===== config.mk =====
export PLATFORM = sky130hd
export DESIGN_NAME = pls_mul
export DESIGN_NICKNAME = d
export VERILOG_FILES = /design/src/sv/pls_mul.sv
export SDC_FILE = /design/constraint.sdc
export NUM_CORES = 2
export LEC_CHECK = 0
export BUFFER_PORTS_ARGS = -buffer_cell sky130_fd_sc_hd__clkbuf_2
export CAP_MARGIN = 40
export CORE_ASPECT_RATIO = 0.5
export CORE_UTILIZATION = 35
export DETAILED_ROUTE_END_ITERATION = 12
export PLACE_DENSITY = 0.49
export SLEW_MARGIN = 20
export SYNTH_ARGS = -nofsm -noshare
export SYNTH_HDL_FRONTEND = slang
export SYNTH_SLANG_ARGS = --single-unit
export TNS_END_PERCENT = 50

===== constraint.sdc =====
create_clock -name i_clk -period 11.1 [get_ports i_clk]
set_clock_uncertainty 0.1 [all_clocks]
set_input_delay 1.665 -clock i_clk [delete_from_list [all_inputs] [get_ports i_clk]]
set_output_delay 1.665 -clock i_clk [all_outputs]
set_load 0.05 [all_outputs]

===== src/sv/pls_mul.sv =====
`timescale 1ns / 1ps

// signed slope times unsigned offset, registered product
module pls_mul (
    input  logic               i_clk,
    input  logic signed [31:0] i_a,
    input  logic [31:0]        i_b,
    output logic signed [63:0] o_p
);

    logic signed [64:0] prod;
    logic signed [63:0] r_p;

    assign prod = i_a * $signed({1'b0, i_b});

    always_ff @(posedge i_clk) begin
        r_p <= prod[63:0];
    end

    assign o_p = r_p;

endmodule

==> metrics.csv <==
stage,metric,value,unit
sta,maxSlewHeadroom,38.6,%
sta,fin_crit,9.79,ns
logic_synthesis,synth_area_per_cell,9.19,µm²
logic_synthesis,synth_nets,5086,
logic_synthesis,synthAdderAreaFrac,61.3,%
placed_design,port_buffers,128,
grt,grt_antenna_before_repair,5,
grt,grt_pass1_vias,28000,
status,violations,design-rule violations,
worst_setup_path,critPathKind,in2reg,
grt,grt-ovfl-total,0,
sta,report.final.hold_viol_count,0,
cells_and_area,syn_to_final_growth,7.40,%
logic_synthesis,seq_area_frac_synth,3.64,%
floorplan,dieArea,102000,µm²
sta,final-setup-viol-count,0,
logic_synthesis,synth-seq-cells,64,
sta,tns,0,ns
cells_and_area,drive_gt1_share,5.91,%
status,outcome,"finished, violations left",
detailed_routing,dr.pass1.iters,9,
worst_setup_path,start_kind,input pin,
floorplan,rows,81,
logic_synthesis,yosys.area_share.simple,17.4,%
sta,fmax,0.102,GHz
cts,cts_tree,built,
logic_synthesis,yosys_warnings,0,
hold_path,whs_path_depth,2,
grt,grt_use_total,21.7,%
cts,clk_pin_slew_worst_paths,0.07,ns
floorplan,fp.dieH,226,µm
logic_synthesis,netlist_area,35200,µm²
worst_setup_path,critical_path.max_fanout,29,
cells_and_area,nNetsFinal,5075,
sta,min_period_over_period,88.2,%
cts,cts_htree_levels,3,
cts,cts.path.max_buffers,2,
detailed_routing,drt-total-wl,107000,µm
floorplan,initial_core_util,35.7,%
hold_path,min_path_type,in2reg,
logic_synthesis,synth_top_cell_area_share,51.0,%
logic_synthesis,yosys.area.top_type,fa_1,
logic_synthesis,muxShareOfSynthArea,0.0284,%
cells_and_area,final_common_cell,inv_1,
floorplan,die_w,451,µm
logic_synthesis,synth_xor_xnor_area_share,1.54,%
hold_path,min_to,o_p[0],
detailed_routing,drc,2,
worst_setup_path,end_kind,flip-flop,
hold_path,min_from,i_b[0],
cts,numCtsBuffers,9,
grt,grt_pass1_wl,167000,µm
placed_design,gp_congestion,0.880,
cells_and_area,layout_common_cells,"inv_1 (927), fa_1 (897), and2_1 (599)",
sta,worstMarginPinSlew,0.921,ns
logic_synthesis,synth_top_family_by_area,adder cells,
logic_synthesis,async_flop_share,0,%
worst_setup_path,cp.required,11.25,ns
placed_design,place_area,37400,µm²
floorplan,ios,129,
worst_setup_path,cp.arrival,9.94,ns
logic_synthesis,synth_top_flop_cell,dfxtp_1,
detailed_routing,drt_iter0_markers,1207,
cts,cts_root_buf,clkbuf_16,
sta,slew_viol_final,0,
logic_synthesis,synth_edf_count,0,
logic_synthesis,synth_area_leaders,"fa_1 (51%), and2_1 (11%), ha_1 (10%)",
run,drv_cap,0,
detailed_routing,vias,25100,
detailed_routing,drtAntennaViolNets,0,
detailed_routing,vias_per_cell,4.87,
grt,grt_start_max_net_pins,33,
logic_synthesis,synthCells,3833,
cts,cts-hold-fix-buffers,0,
logic_synthesis,synth.distinct_cells,61,
cts,cts.sink_count,64,
detailed_routing,routedWlPerCell,20.7,µm
cells_and_area,fin_area,37900,µm²
floorplan,core_area,98700,µm²
cts,post_cts_buffers,0,
cells_and_area,largest_reg_flops,64,
cts,ctsResizeCount,0,
logic_synthesis,synth-compound-area-share,3.89,%
placed_design,hpwl,87600,µm
sta,grt_setup_unrepaired,false,
## cell type report
type / instances / area, µm²
clock inverter: 6 / 67.6
timing repair buffer: 197 / 1470
antenna: 2 / 5.00
inverter: 927 / 3480
fill: 10100 / 60900
multi-input combinational: 2623 / 29600
clock buffer: 10 / 239
tap: 1328 / 1660
sequential: 64 / 1280
## critical path, cell delays in order
cell and delay, ns:
clkbuf_2 0.52, and2_1 0.41, fa_1 0.49, fa_1 0.48, inv_1 0.05, fa_1 0.47, fa_1 0.54, inv_1 0.05
fa_1 0.47, fa_1 0.58, fa_1 0.46, fa_1 0.46, ha_1 0.44, and4_1 0.30, nand4_1 0.17, or4_1 0.53
o2111ai_1 0.68, a32o_1 0.32, o21ai_1 0.21, o31ai_2 0.37, a21o_1 0.17, a21oi_1 0.06
## through the flow
| step | util (%) | setup WS [ns] | hold WS [ns] | std cells |
|---|---|---|---|---|
| after floorplan | - | 2.58 | 1.69 | 3833 |
| after global placement | 37.6 | 0.813 | 2.06 | 5119 |
| after detailed placement | 37.9 | 0.996 | 2.06 | 5131 |
| after CTS | 38.2 | 1.37 | 2.02 | 5147 |
| after global routing | 38.3 | 1.14 | 2.03 | 5157 |
| final | 38.3 | 1.31 | 2.03 | 5157 |
## kinds of logic (layout without fill, tap and decap cells)
logic type	count (synthesis)	count (layout)
flip-flops	64	64
buffers and inverters	1146	1140
XOR/XNOR	62	62
multiplexers	1	1
AO/OA/AOI/OAI	207	207
AND/OR/NAND/NOR	1165	1165
adder cells (fa/ha/maj)	1188	1188
other	0	2
## layer usage
| layer | track usage [%] | wire [µm] | up-vias | share of wire, % |
|---|---|---|---|---|
| met4 | 5.89 | 3210 | 0 | 3.0 |
| li1 | - | - | 11000 | - |
| met2 | 38.7 | 53900 | 590 | 51 |
| met1 | 27.9 | 44900 | 13300 | 42 |
| met3 | 2.59 | 4570 | 160 | 4.3 |
| met5 | 0 | 0 | - | 0 |
## cells in the mapped netlist, types with 3 or more instances
cell type,instances
clkbuf_1,212
a21boi_1,4
and4_1,5
o21ai_1,21
buf_2,3
nor2_1,30
a21oi_1,58
xnor2_1,42
nand4_1,21
inv_1,927
a21o_1,34
a31oi_1,10
nand2b_1,17
nand3_1,10
o31ai_1,3
and3_1,4
fa_1,897
a41oi_1,3
o21bai_1,17
and2_1,599
xor2_1,20
nor2b_1,26
a221o_1,3
nand2_1,437
ha_1,291
o21ai_0,17
a211oi_1,10
dfxtp_1,64
nor3_1,4
nor4_1,4
## how the worst max path moves through the flow
stage / startpoint / endpoint / slack (ns) / depth (start not counted)
floorplan: i_a[4] / o_p[62] / 2.58 / 25
global placement: i_a[8] / o_p[62] / 0.81 / 25
detailed placement: i_b[13] / o_p[62] / 1.0 / 24
CTS: i_b[13] / o_p[62] / 1.37 / 24
global route: i_a[5] / o_p[62] / 1.14 / 24
finish: i_b[18] / o_p[62] / 1.31 / 22
Power is left out: the tool's default activity adds up to more than one toggle a clock period on the data nets, which glitch-free logic cannot reach.
