## config.mk

```make
export PLATFORM = sky130hd
export DESIGN_NAME = pls_div
export DESIGN_NICKNAME = d
export VERILOG_FILES = /design/src/sv/pls_pkg.sv /design/src/sv/pls_div.sv
export SDC_FILE = /design/constraint.sdc
export NUM_CORES = 1
export LEC_CHECK = 0
export ABC_CLOCK_PERIOD_IN_PS = 2850
export BUFFER_PORTS_ARGS = -buffer_cell sky130_fd_sc_hd__buf_2
export CAP_MARGIN = 20
export CORE_MARGIN = 2
export CORE_UTILIZATION = 30
export CTS_BUF_LIST = sky130_fd_sc_hd__clkbuf_8
export DETAILED_ROUTE_END_ITERATION = 10
export GPL_ROUTABILITY_DRIVEN = 0
export GPL_TIMING_DRIVEN = 0
export PLACE_DENSITY = 0.55
export SLEW_MARGIN = 20
export SYNTH_ARGS = -nofsm -noshare
export SYNTH_HDL_FRONTEND = slang
export SYNTH_SLANG_ARGS = --single-unit
```

## constraint.sdc

```tcl
create_clock -name i_clk -period 2.85 [get_ports i_clk]
set_input_delay 0 -clock i_clk [delete_from_list [all_inputs] [get_ports i_clk]]
set_output_delay 0 -clock i_clk [all_outputs]
set_load 0.02 [all_outputs]
```

## src/sv/pls_pkg.sv

```systemverilog
`timescale 1ns / 1ps

package pls_pkg;

    // divider widths: dividend magnitude up to 3 * 2^31, divisor up to 2^32 - 1
    localparam int DVD_W = 33;
    localparam int DVS_W = 32;
    localparam int CNT_W = $clog2(DVD_W + 1);

    // saturation limits, also the "unbounded" slope readout
    localparam logic signed [31:0] S32_MAX = 32'sh7FFF_FFFF;
    localparam logic signed [31:0] S32_MIN = 32'sh8000_0000;
    localparam logic signed [34:0] SAT_HI  = 35'sd2147483647;
    localparam logic signed [34:0] SAT_LO  = -35'sd2147483648;

    // configuration register indexes
    localparam logic REG_ERROR_BOUND  = 1'b0;
    localparam logic REG_SEG_PER_BATCH = 1'b1;

    typedef enum logic [3:0] {
        ST_IDLE,
        ST_MUL,
        ST_EVAL,
        ST_EMITC,
        ST_QGO,
        ST_QWT,
        ST_NSEL,
        ST_NWT,
        ST_FIN,
        ST_EMITF
    } t_state;

    typedef struct packed {
        logic signed [31:0] intercept;
        logic signed [31:0] slope_high;
        logic signed [31:0] slope_low;
        logic               slopes_open;
        logic [31:0]        end_index;
        logic               batch_end;
        logic               final_segment;
    } t_out_word;

    function automatic logic signed [31:0] sat32(input logic signed [34:0] v);
        logic signed [31:0] r;
        if (v > SAT_HI) begin
            r = S32_MAX;
        end else if (v < SAT_LO) begin
            r = S32_MIN;
        end else begin
            r = v[31:0];
        end
        return r;
    endfunction

endpackage

```

## src/sv/pls_div.sv

```systemverilog
`timescale 1ns / 1ps

// radix-2 restoring divider, one quotient bit per cycle
module pls_div (
    input  logic                        i_clk,
    input  logic                        i_rst_n,
    input  logic                        i_start,
    input  logic [pls_pkg::DVD_W-1:0]   i_dvd,
    input  logic [pls_pkg::DVS_W-1:0]   i_dvs,
    output logic                        o_done,
    output logic [pls_pkg::DVD_W-1:0]   o_quo,
    output logic [pls_pkg::DVS_W-1:0]   o_rem
);

    logic                        r_busy;
    logic                        r_done;
    logic [pls_pkg::CNT_W-1:0]   r_cnt;
    logic [pls_pkg::DVD_W-1:0]   r_quo;
    logic [pls_pkg::DVS_W:0]     r_rem;
    logic [pls_pkg::DVS_W-1:0]   r_dvs;
    logic [pls_pkg::DVS_W:0]     trial;
    logic                        ge;

    assign trial = {r_rem[pls_pkg::DVS_W-1:0], r_quo[pls_pkg::DVD_W-1]};
    assign ge    = trial >= {1'b0, r_dvs};

    always_ff @(posedge i_clk) begin
        if (!i_rst_n) begin
            r_busy <= 1'b0;
            r_done <= 1'b0;
            r_cnt  <= '0;
        end else begin
            r_done <= 1'b0;
            if (i_start) begin
                r_busy <= 1'b1;
                r_cnt  <= pls_pkg::CNT_W'(pls_pkg::DVD_W);
            end else if (r_busy) begin
                r_cnt <= r_cnt - 1'b1;
                if (r_cnt == pls_pkg::CNT_W'(1)) begin
                    r_busy <= 1'b0;
                    r_done <= 1'b1;
                end
            end
        end
    end

    always_ff @(posedge i_clk) begin
        if (i_start) begin
            r_quo <= i_dvd;
            r_rem <= '0;
            r_dvs <= i_dvs;
        end else if (r_busy) begin
            r_rem <= ge ? (trial - {1'b0, r_dvs}) : trial;
            r_quo <= {r_quo[pls_pkg::DVD_W-2:0], ge};
        end
    end

    assign o_done = r_done;
    assign o_quo  = r_quo;
    assign o_rem  = r_rem[pls_pkg::DVS_W-1:0];

endmodule

```

==> metrics <==
TritonCTS clock tree=yes; Yosys top cell area share=31.0%; ANT nets after route=0; die footprint=22200 sq um; Top FF cell, synth=edfxtp_1; Num Clock Sinks=105; sw power=1.40 mW; CP max stage delay=0.40 ns; hold slack final=0.232 ns; clk root buf=clkbuf_8; sequential area share after synthesis=43.7%; Die X=149 microns; All-Layer GR Usage=17.5%; FP Rows=53; dpl hpwl=14100 microns; Post-synth EDFFs=65; number of global-route vias before repair=5678; status=finished clean; Routed WL per cell=17.1 microns; count leader, synth=edfxtp_1; period utilization=97.5%; met1 Usage GRT=22.6%; area grow syn2layout=37.9%; Inserted Clock Buffers=9; non-filler cells in the finished layout=1149; # setup viols final=0; Final Hold Viols=0; most frequent cells after synthesis=edfxtp_1 (65), nor2_1 (54), nand2_1 (47); Worst Setup End Kind=register; global-route wire length before repair=30400 microns; DR iter-0 viols=316; Sequential cell area=2760 sq um; clock transition at the registers of the reported paths=0.12 ns; buffers plus inverters on the worst setup path=2; Sw Share=33.5%; WS Path Type=register to register; Critical-path top delay cell=dfxtp_1; H-Tree Depth=3; via count=5792; number of warnings issued by yosys=0; clock buffer depth=2; initial antenna violation count=0; Setup crit start kind=register; worst min path class=primary input to register; aggregate global routing overflow=0; Die Y=149 microns; I/O Pins=134; n_diodes=0; Worst EP arrival=3.08 ns; share of cells above drive strength 1=31.6%; global-route layer with the greatest usage=met2; LEAKAGE=3.66 nW; placed cell count=1055; number of synthesized register bits=105; fmax=360 MHz; core footprint=20800 sq um; CP required=3.15 ns; DRT Wirelength=19700 microns; Post-Synthesis Cells=647; fillcell total=2099; cell class contributing the biggest share of worst-path delay=compound AO/OA/AOI/OAI gates; synthesized area per cell=9.74 sq um; share of flip-flops with an asynchronous set or reset=0%; Skew-Pair Late Insertion Delay=0.41 ns; Slew @ Worst Pin=0.807 ns; DRC violation count after routing=0; drt first pass iters=5; Peak VDD IR=0.278 mV; M2 GR Usage=29.7%; Synth area leader=edfxtp_1; RSZ-0062 raised after global routing=true; Power Dens Cells=481 nW/um^2; Initial Util=30.3%; combinational share of power=30.4%; Slew Viols, Final=0; Max Cap Viol=0; Cell variety after synth=67; Cell Int Power=2.78 mW; grt met3 use=4.25%; worst rel slew slack=46.2%; Reg power frac=44.3%; Cell Area, Synth=6300 sq um; buffers added on ports=133; Multi-input gate area=3470 sq um; Min Clock Period, post-route=2.78 ns; Vias/cell=5.04; Setup Skew=0.0187 ns; top post-synthesis cells by area=edfxtp_1 (31%), dfxtp_1 (13%), ha_1 (6.8%); pin count of the biggest net entering global routing=34; Layout Nets=972; clock share of power=25.3%; CP Max Fanout=10; Net Count, Synth=750; CP Cell Sequence=ha_4, buf_6, nand4_1, nor4_4, a21oi_1, o21a_1, o221ai_4, o21a_4, buf_8, o211ai_1, a311oi_1
metal layers:
| metal | wire length, microns | vias to the layer above |
|---|---|---|
| met5 | 0 | - |
| li1 | - | 2838 |
| met2 | 9470 | 195 |
| met3 | 1310 | 22 |
| met1 | 8650 | 2737 |
| met4 | 252 | 0 |
cells in the final DEF (no fill, tap or decap), types with 11 or more instances in the layout:
cell / instances
a21o_1: 16
a21oi_1: 25
a311oi_1: 18
buf_2: 135
buf_4: 19
clkbuf_1: 14
dfxtp_1: 34
dlygate4sd3_1: 66
edfxtp_1: 65
ha_1: 23
inv_1: 42
mux2_2: 33
nand2_1: 46
nand3_1: 23
nand4_1: 13
nor2_1: 54
o21ai_0: 25
o21ai_1: 11
xnor2_1: 20
timing repair:
item	CTS	global route
setup endpoints to repair	31	33
buffers inserted	1	15
pin swaps	2	26
hold endpoints to repair	73	0
gates resized for setup	13	82
cloned	0	1
hold buffers	66	0
worst register-to-register path, stage by stage, from the launching register on:
cell and delay (ns):
dfxtp_1 0.40, ha_4 0.33, buf_6 0.13, nand4_1 0.18, nor4_4 0.36, a21oi_1 0.11
o21a_1 0.14, o221ai_4 0.24, o21a_4 0.23, buf_8 0.13, o211ai_1 0.16, a311oi_1 0.28
per-stage QoR:
stage	area (sq um)	util, %	TNS, ns	worst slack, ns	total power [mW]
after floorplan	6300	-	0	0.213	2.59
after detailed placement	7310	35.1	-4.47	-0.250	2.92
final	8690	41.7	0	0.0717	4.18
after global placement	7310	35.1	-5.95	-0.218	2.92
after CTS	8240	39.6	0	0.00742	4.07
after global routing	8690	41.7	-0.219	-0.0423	4.39
sequential cells by signal, indices dropped and copies added (netlist names):
name    flops
r_busy      1
r_rem      32
r_dvs      32
r_cnt       6
o_quo      33
o_done      1
path summary, 6_finish.rpt:
| kind | from | to | slack, ns | cells past startpoint |
|---|---|---|---|---|
| min reg2reg | r_cnt[1] | r_cnt[1] | 0.51 | 2 |
| max reg2reg | r_rem[19] | r_rem[17] | 0.07 | 11 |
| max | r_rem[19] | r_rem[17] | 0.07 | 11 |
| min | i_start | r_dvs[4] | 0.23 | 1 |
power groups by stage:
stage / logic, mW / registers [mW] / clock network, mW
2_1_floorplan: 0.637 / 1.95 / 0
3_3_place_gp: 1.05 / 1.87 / 0
3_5_place_dp: 1.05 / 1.87 / 0
4_1_cts: 1.14 / 1.84 / 1.09
5_1_grt: 1.39 / 1.87 / 1.14
6_report: 1.27 / 1.85 / 1.06
logic make-up after synthesis:
family	count (synthesis)	synth area share [%]
muxes	37	6.53
DFF	105	43.7
and+or+nand+nor	187	14.4
adders and majority gates	35	7.07
xor gates and xnor gates	30	4.17
AOI/OAI and AO/OA	166	18.3
buffers and inverters	87	5.86
final cells by class:
type                    count  area share [%]
inverters                  46            1.99
clock inverters             6           0.907
plain buffers              36            2.88
flip-flops and latches    105            31.8
multi-input cells         455            40.0
repair buffers            216            16.9
clock buffers              10            1.58
well taps                 275            3.96
(Power assumes the default switching activity.)
